$ cat src/hw/rtl/smpq_pkg.sv
// smpq_pkg: widths, codes and command/status structs for the stable min priority queue
// used by smpq_ctrl, smpq_datapath and stable_min_priority_queue; no dependencies
`default_nettype none

package smpq_pkg;

  localparam int CAPACITY = 64;
  localparam int IDX_W    = (CAPACITY > 2) ? $clog2(CAPACITY) : 1;
  localparam int CNT_W    = $clog2(CAPACITY + 1);
  localparam int ID_W     = 15;
  localparam int KEY_W    = 32;
  localparam int STS_W    = 2;
  localparam int OCC_W    = 7;

  typedef enum logic {
    OP_INSERT = 1'b0,
    OP_REMOVE = 1'b1
  } op_e;

  typedef enum logic [STS_W-1:0] {
    STS_INSERTED = 2'd0,
    STS_REMOVED  = 2'd1,
    STS_EMPTY    = 2'd2,
    STS_FULL     = 2'd3
  } status_e;

  typedef enum logic [1:0] {
    ST_IDLE,
    ST_SCAN,
    ST_POP,
    ST_RESP
  } state_e;

  typedef struct packed {
    logic             [ID_W-1:0]  task_id;
    logic signed      [KEY_W-1:0] key;
  } entry_t;

  // commands from the controller to the datapath
  typedef struct packed {
    logic    capture;
    logic    load_j_count;
    logic    load_j_one;
    logic    dec_j;
    logic    write_new;
    logic    write_move;
    logic    pop;
    logic    set_status;
    status_e status;
    logic    load_out;
  } dp_cmd_t;

  // status from the datapath to the controller
  typedef struct packed {
    logic empty;
    logic full;
    logic j_zero;
    logic key_le;
  } dp_stat_t;

endpackage

`default_nettype wire

$ cat src/hw/rtl/stable_min_priority_queue.sv
// stable_min_priority_queue: top level joining smpq_ctrl and smpq_datapath
// depends on smpq_pkg, smpq_ctrl, smpq_datapath
//
// channel   direction  handshake                 fields
// input     in         in_valid_i / in_stall_o   operation_i, task_id_i, key_i
// result    out        out_valid_o / out_stall_i status_o, removed_task_id_o, occupancy_o
//
// one item at a time; a remove passes through the pop and response states, a remove
// from empty or an insert into a full queue goes straight to the response state, and
// an insert is timed by its shift loop, one held entry with a larger key moved up per cycle
// through the single write port of the entry memory, read data registered
// reset clears the count, head and control state; the entry memory is not cleared
// the result sits in an output register, so a stalled result still lets the next
// transfer in; a new result waits in the response state while the old one is stalled
`default_nettype none

module stable_min_priority_queue (
  input  wire logic                               clk_i,
  input  wire logic                               rst_ni,
  input  wire logic                               in_valid_i,
  output logic                                    in_stall_o,
  input  wire logic                               operation_i,
  input  wire logic        [smpq_pkg::ID_W-1:0]   task_id_i,
  input  wire logic signed [smpq_pkg::KEY_W-1:0]  key_i,
  output logic                                    out_valid_o,
  input  wire logic                               out_stall_i,
  output logic             [smpq_pkg::STS_W-1:0]  status_o,
  output logic             [smpq_pkg::ID_W-1:0]   removed_task_id_o,
  output logic             [smpq_pkg::OCC_W-1:0]  occupancy_o
);

  smpq_pkg::dp_cmd_t  cmd;
  smpq_pkg::dp_stat_t stat;

  smpq_ctrl u_ctrl (
    .clk_i       (clk_i),
    .rst_ni      (rst_ni),
    .in_valid_i  (in_valid_i),
    .in_stall_o  (in_stall_o),
    .operation_i (operation_i),
    .out_valid_o (out_valid_o),
    .out_stall_i (out_stall_i),
    .stat_i      (stat),
    .cmd_o       (cmd)
  );

  smpq_datapath u_datapath (
    .clk_i             (clk_i),
    .rst_ni            (rst_ni),
    .cmd_i             (cmd),
    .stat_o            (stat),
    .task_id_i         (task_id_i),
    .key_i             (key_i),
    .status_o          (status_o),
    .removed_task_id_o (removed_task_id_o),
    .occupancy_o       (occupancy_o)
  );

endmodule

`default_nettype wire

$ cat src/hw/rtl/smpq_datapath.sv
// smpq_datapath: circular sorted entry memory, head and count registers, result registers
// depends on smpq_pkg; driven by commands from smpq_ctrl
`default_nettype none

module smpq_datapath (
  input  wire logic                               clk_i,
  input  wire logic                               rst_ni,
  input  wire smpq_pkg::dp_cmd_t                  cmd_i,
  output smpq_pkg::dp_stat_t                      stat_o,
  input  wire logic        [smpq_pkg::ID_W-1:0]   task_id_i,
  input  wire logic signed [smpq_pkg::KEY_W-1:0]  key_i,
  output logic             [smpq_pkg::STS_W-1:0]  status_o,
  output logic             [smpq_pkg::ID_W-1:0]   removed_task_id_o,
  output logic             [smpq_pkg::OCC_W-1:0]  occupancy_o
);

  localparam int IDX_W = smpq_pkg::IDX_W;
  localparam int CNT_W = smpq_pkg::CNT_W;

  smpq_pkg::entry_t mem [smpq_pkg::CAPACITY];
  smpq_pkg::entry_t rdata_q;
  smpq_pkg::entry_t new_q;

  logic [IDX_W-1:0] head_q, head_d;
  logic [CNT_W-1:0] count_q, count_d;
  logic [IDX_W-1:0] j_q, j_d;
  logic [IDX_W-1:0] rd_lidx;
  logic [IDX_W-1:0] rd_idx;
  logic [IDX_W-1:0] wr_idx;
  logic             mem_we;
  smpq_pkg::entry_t wdata;

  smpq_pkg::status_e                pend_status_q;
  logic [smpq_pkg::ID_W-1:0]        pend_id_q;
  logic [smpq_pkg::STS_W-1:0]       out_status_q;
  logic [smpq_pkg::ID_W-1:0]        out_id_q;
  logic [smpq_pkg::OCC_W-1:0]       out_occ_q;

  // logical slot to physical slot, wrapping at the capacity
  function automatic logic [IDX_W-1:0] phys(input logic [IDX_W-1:0] base,
                                            input logic [IDX_W-1:0] lidx);
    logic [IDX_W:0] sum;
    sum = {1'b0, base} + {1'b0, lidx};
    if (sum >= (IDX_W+1)'(smpq_pkg::CAPACITY)) begin
      sum = sum - (IDX_W+1)'(smpq_pkg::CAPACITY);
    end
    return sum[IDX_W-1:0];
  endfunction

  always_comb begin
    j_d = j_q;
    if (cmd_i.load_j_count) begin
      j_d = count_q[IDX_W-1:0];
    end else if (cmd_i.load_j_one) begin
      j_d = IDX_W'(1);
    end else if (cmd_i.dec_j) begin
      j_d = j_q - IDX_W'(1);
    end
  end

  // read the slot just below the next write position; the read data is registered
  assign rd_lidx = (j_d == '0) ? '0 : j_d - IDX_W'(1);
  assign rd_idx  = phys(head_q, rd_lidx);
  assign wr_idx  = phys(head_q, j_q);
  assign mem_we  = cmd_i.write_new | cmd_i.write_move;
  assign wdata   = cmd_i.write_new ? new_q : rdata_q;

  always_comb begin
    head_d  = head_q;
    count_d = count_q;
    if (cmd_i.write_new) begin
      count_d = count_q + CNT_W'(1);
    end
    if (cmd_i.pop) begin
      count_d = count_q - CNT_W'(1);
      head_d  = (head_q == IDX_W'(smpq_pkg::CAPACITY - 1)) ? '0 : head_q + IDX_W'(1);
    end
  end

  always_ff @(posedge clk_i or negedge rst_ni) begin
    if (!rst_ni) begin
      head_q  <= '0;
      count_q <= '0;
      j_q     <= '0;
    end else begin
      head_q  <= head_d;
      count_q <= count_d;
      j_q     <= j_d;
    end
  end

  always_ff @(posedge clk_i) begin
    if (mem_we) begin
      mem[wr_idx] <= wdata;
    end
    rdata_q <= mem[rd_idx];
  end

  always_ff @(posedge clk_i) begin
    if (cmd_i.capture) begin
      new_q.task_id <= task_id_i;
      new_q.key     <= key_i;
    end
    if (cmd_i.set_status) begin
      pend_status_q <= cmd_i.status;
      pend_id_q     <= cmd_i.pop ? rdata_q.task_id : '0;
    end
    if (cmd_i.load_out) begin
      out_status_q <= pend_status_q;
      out_id_q     <= pend_id_q;
      out_occ_q    <= smpq_pkg::OCC_W'(count_q);
    end
  end

  assign stat_o.empty  = (count_q == '0);
  assign stat_o.full   = (count_q == CNT_W'(smpq_pkg::CAPACITY));
  assign stat_o.j_zero = (j_q == '0);
  // equal keys stay below the new entry, which keeps the order stable
  assign stat_o.key_le = (rdata_q.key <= new_q.key);

  assign status_o          = out_status_q;
  assign removed_task_id_o = out_id_q;
  assign occupancy_o       = out_occ_q;

endmodule

`default_nettype wire

$ cat src/hw/rtl/smpq_ctrl.sv
// smpq_ctrl: sequencing state machine and output valid for the priority queue
// depends on smpq_pkg; commands smpq_datapath
`default_nettype none

module smpq_ctrl (
  input  wire logic               clk_i,
  input  wire logic               rst_ni,
  input  wire logic               in_valid_i,
  output logic                    in_stall_o,
  input  wire logic               operation_i,
  output logic                    out_valid_o,
  input  wire logic               out_stall_i,
  input  wire smpq_pkg::dp_stat_t stat_i,
  output smpq_pkg::dp_cmd_t       cmd_o
);

  smpq_pkg::state_e state_q, state_d;
  logic             out_valid_q, out_valid_d;
  logic             accept;
  logic             slot_free;
  logic             scan_done;

  assign accept    = in_valid_i && (state_q == smpq_pkg::ST_IDLE);
  assign slot_free = !out_valid_q || !out_stall_i;
  assign scan_done = stat_i.j_zero || stat_i.key_le;

  always_comb begin
    state_d = state_q;
    unique case (state_q)
      smpq_pkg::ST_IDLE: begin
        if (accept) begin
          if (operation_i == smpq_pkg::OP_INSERT) begin
            state_d = stat_i.full ? smpq_pkg::ST_RESP : smpq_pkg::ST_SCAN;
          end else begin
            state_d = stat_i.empty ? smpq_pkg::ST_RESP : smpq_pkg::ST_POP;
          end
        end
      end
      smpq_pkg::ST_SCAN: begin
        if (scan_done) begin
          state_d = smpq_pkg::ST_RESP;
        end
      end
      smpq_pkg::ST_POP: begin
        state_d = smpq_pkg::ST_RESP;
      end
      smpq_pkg::ST_RESP: begin
        if (slot_free) begin
          state_d = smpq_pkg::ST_IDLE;
        end
      end
      default: state_d = smpq_pkg::ST_IDLE;
    endcase
  end

  always_comb begin
    cmd_o       = '0;
    cmd_o.status = smpq_pkg::STS_INSERTED;
    in_stall_o  = (state_q != smpq_pkg::ST_IDLE);
    unique case (state_q)
      smpq_pkg::ST_IDLE: begin
        if (accept) begin
          cmd_o.capture = 1'b1;
          if (operation_i == smpq_pkg::OP_INSERT) begin
            if (stat_i.full) begin
              cmd_o.set_status = 1'b1;
              cmd_o.status     = smpq_pkg::STS_FULL;
            end else begin
              cmd_o.load_j_count = 1'b1;
            end
          end else begin
            if (stat_i.empty) begin
              cmd_o.set_status = 1'b1;
              cmd_o.status     = smpq_pkg::STS_EMPTY;
            end else begin
              cmd_o.load_j_one = 1'b1;
            end
          end
        end
      end
      smpq_pkg::ST_SCAN: begin
        // shift larger keys up one slot until the new entry finds its place
        if (scan_done) begin
          cmd_o.write_new  = 1'b1;
          cmd_o.set_status = 1'b1;
          cmd_o.status     = smpq_pkg::STS_INSERTED;
        end else begin
          cmd_o.write_move = 1'b1;
          cmd_o.dec_j      = 1'b1;
        end
      end
      smpq_pkg::ST_POP: begin
        cmd_o.pop        = 1'b1;
        cmd_o.set_status = 1'b1;
        cmd_o.status     = smpq_pkg::STS_REMOVED;
      end
      smpq_pkg::ST_RESP: begin
        cmd_o.load_out = slot_free;
      end
      default: begin
        cmd_o = '0;
      end
    endcase
  end

  always_comb begin
    out_valid_d = out_valid_q;
    if (cmd_o.load_out) begin
      out_valid_d = 1'b1;
    end else if (out_valid_q && !out_stall_i) begin
      out_valid_d = 1'b0;
    end
  end

  always_ff @(posedge clk_i or negedge rst_ni) begin
    if (!rst_ni) begin
      state_q     <= smpq_pkg::ST_IDLE;
      out_valid_q <= 1'b0;
    end else begin
      state_q     <= state_d;
      out_valid_q <= out_valid_d;
    end
  end

  assign out_valid_o = out_valid_q;

endmodule

`default_nettype wire
$ cat config.mk
export PLATFORM = sky130hd
export DESIGN_NAME = stable_min_priority_queue
export DESIGN_NICKNAME = d
export VERILOG_FILES = /design/src/hw/rtl/smpq_pkg.sv /design/src/hw/rtl/stable_min_priority_queue.sv /design/src/hw/rtl/smpq_datapath.sv /design/src/hw/rtl/smpq_ctrl.sv
export SDC_FILE = /design/constraint.sdc
export NUM_CORES = 2
export LEC_CHECK = 0
export ABC_CLOCK_PERIOD_IN_PS = 8100
export BUFFER_PORTS_ARGS = -buffer_cell sky130_fd_sc_hd__buf_2
export CAP_MARGIN = 40
export CORE_UTILIZATION = 35
export CTS_CLUSTER_DIAMETER = 30
export CTS_CLUSTER_SIZE = 25
export DETAILED_ROUTE_END_ITERATION = 8
export PLACE_DENSITY_LB_ADDON = 0.05
export SLEW_MARGIN = 20
export SYNTH_ARGS = -nofsm -noshare
export SYNTH_HDL_FRONTEND = slang
export SYNTH_SLANG_ARGS = --single-unit
$ cat constraint.sdc
create_clock -name clk_i -period 8.1 [get_ports clk_i]
set_input_delay 1.215 -clock clk_i [delete_from_list [all_inputs] [get_ports clk_i]]
set_output_delay 1.215 -clock clk_i [all_outputs]
set_load 0.1 [all_outputs]
== Yosys cells after proc, flatten, opt, wreduce, memory -nomap -nowiden ==
Memories as Yosys holds them, arrays and structs flattened. A register that Yosys moved wholly into a read port is not among the register bits.
Cells that the tools add are included.

* Logic and storage cells: 86
* Register bits after elaboration: 110
* Memories: 1
* Output and inout bits: 26
* Latch bits: 0
* Input port bits: 52
* Memory bits (writable): 3,008
* ROM bits: 0

* Reduce and logical (&&, ||, !) cells: 14
* Equal/unequal tests: 8
* $add $sub $neg: 9
* $lt $le $gt $ge: 3
* Div/mod/pow operators: 0
* Bitwise operators: 1
* $mul: 0
* Mux-type cells: 38
* Shifts and indexed selects: 0

{| class="wikitable"
|+ Memories
! memory !! depth !! bits a word !! rd ports !! clocked after memory_dff !! write ports !! RTL line !! source
|-
| u_datapath.mem || 64 || 47 || 1 || 1 || 1 || smpq_datapath.sv:20 || <nowiki>smpq_pkg::entry_t mem [smpq_pkg::CAPACITY];</nowiki>
|}

{| class="wikitable"
|+ Operator list
! cell !! count
|-
| $mux W47 || 1
|-
| $mux W6 || 7
|-
| $le A32 B32 Y1 || 1
|-
| $mux W3 || 8
|-
| $sub A6 B1 Y6 const B || 4
|-
| $add A6 B6 Y7 || 2
|-
| $ge A7 B7 Y1 const B || 2
|-
| $mux W7 || 2
|-
| $mux W1 || 13
|-
| $logic_not A6 Y1 || 2
|-
| $mux W2 || 5
|-
| $pmux W3 S3 || 1
|-
| $pmux W2 S4 || 1
|-
| $add A7 B1 Y7 const B || 1
|-
| $eq A7 B7 Y1 const B || 1
|-
| $logic_not A7 Y1 || 1
|-
| $sub A7 B1 Y7 const B || 1
|-
| $add A6 B1 Y6 const B || 1
|-
| $eq A6 B6 Y1 const B || 1
|-
| $ne A2 B1 Y1 const B || 3
|-
| $reduce_bool A2 Y1 || 3
|-
| $eq A2 B2 Y1 const B || 2
|-
| $reduce_and A3 Y1 || 1
|-
| $eq A2 B1 Y1 const B || 1
|-
| other kinds (5) || 8
|}

== Depth between registers and ports, before layout ==
* Depth after elaboration: 12
* Mapped depth: 27
* Mapped depth without buffers: 25

== By module ==
From an unflattened synthesis, not the netlist that was laid out.

* Cells, all modules: 4,940
* Area, all modules: 121,268.8 um^2

{| class="wikitable"
|+ Modules (own cells, without submodules)
! module !! cells an instance !! sequential area each (um^2) !! area an instance (um^2) !! times used
|-
| smpq_datapath || 4,904 || 94,385.5 || 120,951.0 || 1
|-
| smpq_ctrl || 36 || 75.1 || 317.8 || 1
|}

== Least setup slack after synthesis ==
OpenSTA, ideal clock, no wires.

* Path type: input -> register
* Start point: in in_valid_i
* End point: reg, netlist name u_datapath.rdata_q[13]
* Path slack: 1.488 ns
* Data required time: 7.974 ns
* Stages: 18
* Arrival time: 6.486 ns
* Buffers on the path: 5
* Path through: nand2_1 -> inv_1 -> and3_1 -> clkbuf_1 -> a32o_1 -> ha_1 -> inv_1 -> nor4_1 -> nor2_1 -> ha_1 -> clkbuf_1 -> clkbuf_1 -> buf_1 -> buf_1 -> mux4_2 -> mux4_2 -> mux2i_1 -> mux2i_1

* Longest elaborated chain between the ends: 10
* Elaborated cells between the ends (all ways): 12
* Classes of those cells: add/sub: 3; order compare: 1; mux: 6; reduce/logical: 2

{| class="wikitable"
|+ RTL lines
! what !! RTL line !! source
|-
| start: declaration || stable_min_priority_queue.sv:20 || <nowiki>input wire logic in_valid_i,</nowiki>
|-
| $logic_and A1 B1 Y1 (*) || smpq_ctrl.sv:23 || <nowiki>assign accept = in_valid_i && (state_q == smpq_pkg::ST_IDLE);</nowiki>
|-
| $mux W3 (*) || smpq_ctrl.sv:62 || <nowiki>if (accept) begin</nowiki>
|-
| $mux W3 (*) || smpq_ctrl.sv:60 || <nowiki>unique case (state_q)</nowiki>
|-
| $mux W6 || smpq_datapath.sv:54 || <nowiki>end else if (cmd_i.load_j_one) begin</nowiki>
|-
| $mux W6 (*) || smpq_datapath.sv:52 || <nowiki>if (cmd_i.load_j_count) begin</nowiki>
|-
| $sub A6 B1 Y6 or $logic_not A6 Y1 (tied branches) || smpq_datapath.sv:62 || <nowiki>assign rd_lidx = (j_d == '0) ? '0 : j_d - IDX_W'(1);</nowiki>
|-
| $mux W6 (*) || smpq_datapath.sv:62 ||
|-
| $add A6 B6 Y7 (*) || smpq_datapath.sv:43 || <nowiki>sum = {1'b0, base} + {1'b0, lidx};</nowiki>
|-
| $sub A6 B1 Y6 or $ge A7 B7 Y1 (tied branches) || smpq_datapath.sv:45, smpq_datapath.sv:44 ||
|-
| $mux W6 (*) || smpq_datapath.sv:44 || <nowiki>if (sum >= (IDX_W+1)'(smpq_pkg::CAPACITY)) begin</nowiki>
|}

Mark *: on every way between the ends. The rest lies on a longest branch, timed or not.
A chain may end at the register's enable or synchronous reset.

== Final worst setup path ==
* Start point: reg u_datapath.new_q[31] in the netlist's numbering
* End point: reg, netlist name u_datapath.rdata_q[44]

* Longest elaborated chain between the ends: 12
* Elaborated cells between the ends (all ways): 14
* Classes of those cells: add/sub: 3; order compare: 2; mux: 7; reduce/logical: 2

{| class="wikitable"
|+ RTL lines
! what !! RTL line !! source
|-
| start: declaration || smpq_datapath.sv:22 || <nowiki>smpq_pkg::entry_t new_q;</nowiki>
|-
| $le A32 B32 Y1 (*) || smpq_datapath.sv:119 || <nowiki>assign stat_o.key_le = (rdata_q.key <= new_q.key);</nowiki>
|-
| $logic_or A1 B1 Y1 (*) || smpq_ctrl.sv:25 || <nowiki>assign scan_done = stat_i.j_zero || stat_i.key_le;</nowiki>
|-
| $mux W1 (*) || smpq_ctrl.sv:83 || <nowiki>if (scan_done) begin</nowiki>
|-
| $mux W3 (*) || smpq_ctrl.sv:60 ||
|-
| $mux W6 (*) || smpq_datapath.sv:56 || <nowiki>end else if (cmd_i.dec_j) begin</nowiki>
|-
| $mux W6 (*) || smpq_datapath.sv:54 ||
|-
| $mux W6 (*) || smpq_datapath.sv:52 ||
|-
| via u_datapath.j_d[5] || smpq_datapath.sv:26 || <nowiki>logic [IDX_W-1:0] j_q, j_d;</nowiki>
|-
| $sub A6 B1 Y6 or $logic_not A6 Y1 (tied branches) || smpq_datapath.sv:62 ||
|-
| $mux W6 (*) || smpq_datapath.sv:62 ||
|-
| $add A6 B6 Y7 (*) || smpq_datapath.sv:43 ||
|-
| $sub A6 B1 Y6 or $ge A7 B7 Y1 (tied branches) || smpq_datapath.sv:45, smpq_datapath.sv:44 ||
|-
| $mux W6 (*) || smpq_datapath.sv:44 ||
|}

The timed path passes the listed nets; every way through them passes the cells marked *.

==> run summary <==
Clock Latency Late Sink: 1.05 ns
Slew Limit Headroom: 38.7%
fin area: 157000 sq um
Longest Clk Path Bufs: 4
Finished Core Util: 45.6%
Top Ports: 78
number of global-route vias before repair: 62.9k
Initial DRC Count: 5923
number of flops mapped to enable cells by yosys: 3096
fillers: 28.7k
DR pass1 iterations: 5
Syn Nets: 5094
Yosys cell types: 55
Avg Cell Area, Syn: 24.3 sq um
main flop type after synthesis: edfxtp_1
TritonCTS Sinks: 3165
crit path DAT: 8.77 ns
crit path max fanout: 26
MaxCap Viol Count: 0
Detail Route Antenna Nets: 0
first-pass GRT wire length: 527 mm
DR vias/cell: 5.31
Die Ht: 590 um
CP required: 8.97 ns
antenna violations before repair: 21
crit path kind: reg2reg
All-Layer GR Usage: 22.2%
DIE WIDTH: 590 um
Hold Crit Class: in2async
part of the cycle the worst path needs: 97.5%
Congestion Overflow GR: 0
top post-synthesis cells by area: edfxtp_1 77%, mux4_2 17%, mux2i_1 1.2%
outcome: complete, no violations
Syn. warnings: 0
setup TNS: 0 ns
worst-margin pin slew: 0.920 ns
routed vias: 59.0k
Worst-path clk slew: 0.04 ns
reg2reg start: u_datapath.new_q[31]$_DFFE_PP_
Commonest cells post-synth: 3096 x edfxtp_1, 940 x mux4_2, 177 x clkbuf_1
row count: 215
Max Freq: 127 MHz
Routed WL: 386 mm
mapped cell area: 121000 sq um
Yosys reg bits: 3165
most common cell in the netlist: edfxtp_1
die area: 348000 sq um
drt drc: 0
RSZ-0062 raised after global routing: no
ys async rst share: 0.695%
CTS tree: yes
final setup vio count: 0
crit start category: flop
hold slack: 0.180 ns
detailed placement HPWL: 216 mm
area post-placement: 132000 sq um
core box area: 344000 sq um
PortBufs: 77
Synth area leader: edfxtp_1
CP Capture Type: flop
share of Yosys cell area claimed by the top area cell type: 76.8%
Synth Instances: 4982
largest net degree at the start of global routing: 65
Critical Path Start: u_datapath.new_q[31]$_DFFE_PP_
global placement routability congestion: 0.749
max-slew violation count: 0
clk_skew: 0.0477 ns
P&R area growth vs syn: 29.5%
H-tree depth: 6
Hold Vio Cnt, Final: 0
total CTS buffers: 718
Seq/Total Area, Yosys: 78.0%
layout cells sized above 1: 41.1%
routed len/inst: 34.7 um
Tmin final: 7.89 ns
nets: 6045
root cell of the clock tree: clkbuf_16
Starting Density: 35.3%
cell type report:
type	count	area (sq um)	share of cell area, %
diodes	5	12.5	0.00798
clock buffers	829	18700	12.0
multi-input cells	1522	26400	16.9
inverters	59	221	0.141
flip-flops and latches	3165	94500	60.3
repair buffers	467	5340	3.41
clock inverters	509	5860	3.74
well taps	4557	5700	3.64
flip-flops by register name, indices dropped and copies added (netlist names):
| register | count |
|---|---|
| u_ctrl.state_q | 2 |
| u_datapath.rdata_q | 47 |
| u_datapath.new_q | 47 |
| u_datapath.removed_task_id_o | 15 |
| u_datapath.occupancy_o | 7 |
| u_ctrl.out_valid_o | 1 |
| u_datapath.count_q | 7 |
| u_datapath.pend_status_q | 2 |
| u_datapath.mem | 3008 |
| u_datapath.status_o | 2 |
| u_datapath.j_q | 6 |
| u_datapath.pend_id_q | 15 |
| u_datapath.head_q | 6 |
final timing paths:
path                                                        endpoint  slack [ns]  cells past startpoint
max                                   u_datapath.rdata_q[44]$_DFF_P_        0.21                     23
min                                   u_ctrl.out_valid_o$_DFFE_PN0P_        0.18                      1
max reg2reg                           u_datapath.rdata_q[44]$_DFF_P_        0.21                     23
min reg2reg                u_datapath.removed_task_id_o[0]$_DFFE_PP_        0.41                      0
max in group asynchronous          u_datapath.count_q[5]$_DFFE_PN0N_        7.53                      1
min in group clk_i                    u_datapath.new_q[29]$_DFFE_PP_        0.37                      1
metal layers:
| layer | GRT usage, % | routed length (um) |
|---|---|---|
| met1 | 30.5 | 169000 |
| met2 | 36.5 | 190000 |
| met3 | 3.85 | 19000 |
| met4 | 5.61 | 8240 |
| met5 | 0 | 9 |
per-stage QoR:
stage	std cells	setup WS, ns
after floorplan	4982	1.49
after global placement	9698	-0.187
after detailed placement	9765	0.118
after CTS	11100	0.0825
after global routing	11100	0.0240
final	11100	0.205
kinds of logic after synthesis:
group                    share of synthesized area [%]
buffers and inverters                            0.940
AND/OR/NAND/NOR                                  0.821
adder cells (fa/ha/maj)                          0.639
AO/OA/AOI/OAI                                    0.562
XOR/XNOR                                         0.210
multiplexers                                      18.8
flip-flops                                        78.0
worst max-delay path, cell delays in order (launching register included):
cell	delay, ns
edfxtp_1	0.50
inv_1	0.16
ha_1	0.43
and3_1	0.21
nand3_1	0.15
or4_1	0.56
a21oi_4	0.44
buf_4	0.21
and4b_1	0.19
nor4b_1	0.15
xnor2_1	0.15
o21ai_1	0.41
nor4_1	0.16
nor2_1	0.23
ha_4	0.16
inv_1	0.05
fa_4	1.03
buf_12	0.25
buf_12	0.24
buf_4	0.42
mux4_2	0.38
mux4_2	0.49
mux2i_1	0.50
mux2i_1	0.17
what timing repair did:
item / 4_1_cts / 5_1_grt
setup endpoints to repair: 0 / 5
resized for setup: 0 / 3
hold buffers: 0 / 0
setup buffers: 0 / 4
cell usage in the layout (no fill, tap or decap), types with 20 or more instances in the layout:
master / instances
inv_6: 27
nor2_1: 20
a21oi_1: 30
nor2_4: 64
edfxtp_1: 3096
ha_1: 56
nand2_1: 76
clkbuf_16: 726
buf_4: 237
buf_12: 119
mux4_2: 940
clkinv_1: 97
dfrtp_1: 22
mux2i_1: 142
bufinv_16: 101
clkbuf_1: 84
o21ai_4: 31
clkinv_2: 147
buf_2: 78
buf_16: 24
clkinvlp_4: 65
clkinv_4: 40
inv_1: 57
dfxtp_1: 47
Power is not shown: default switching activity piles up to over one toggle a cycle in this logic, so the estimate is an artifact.
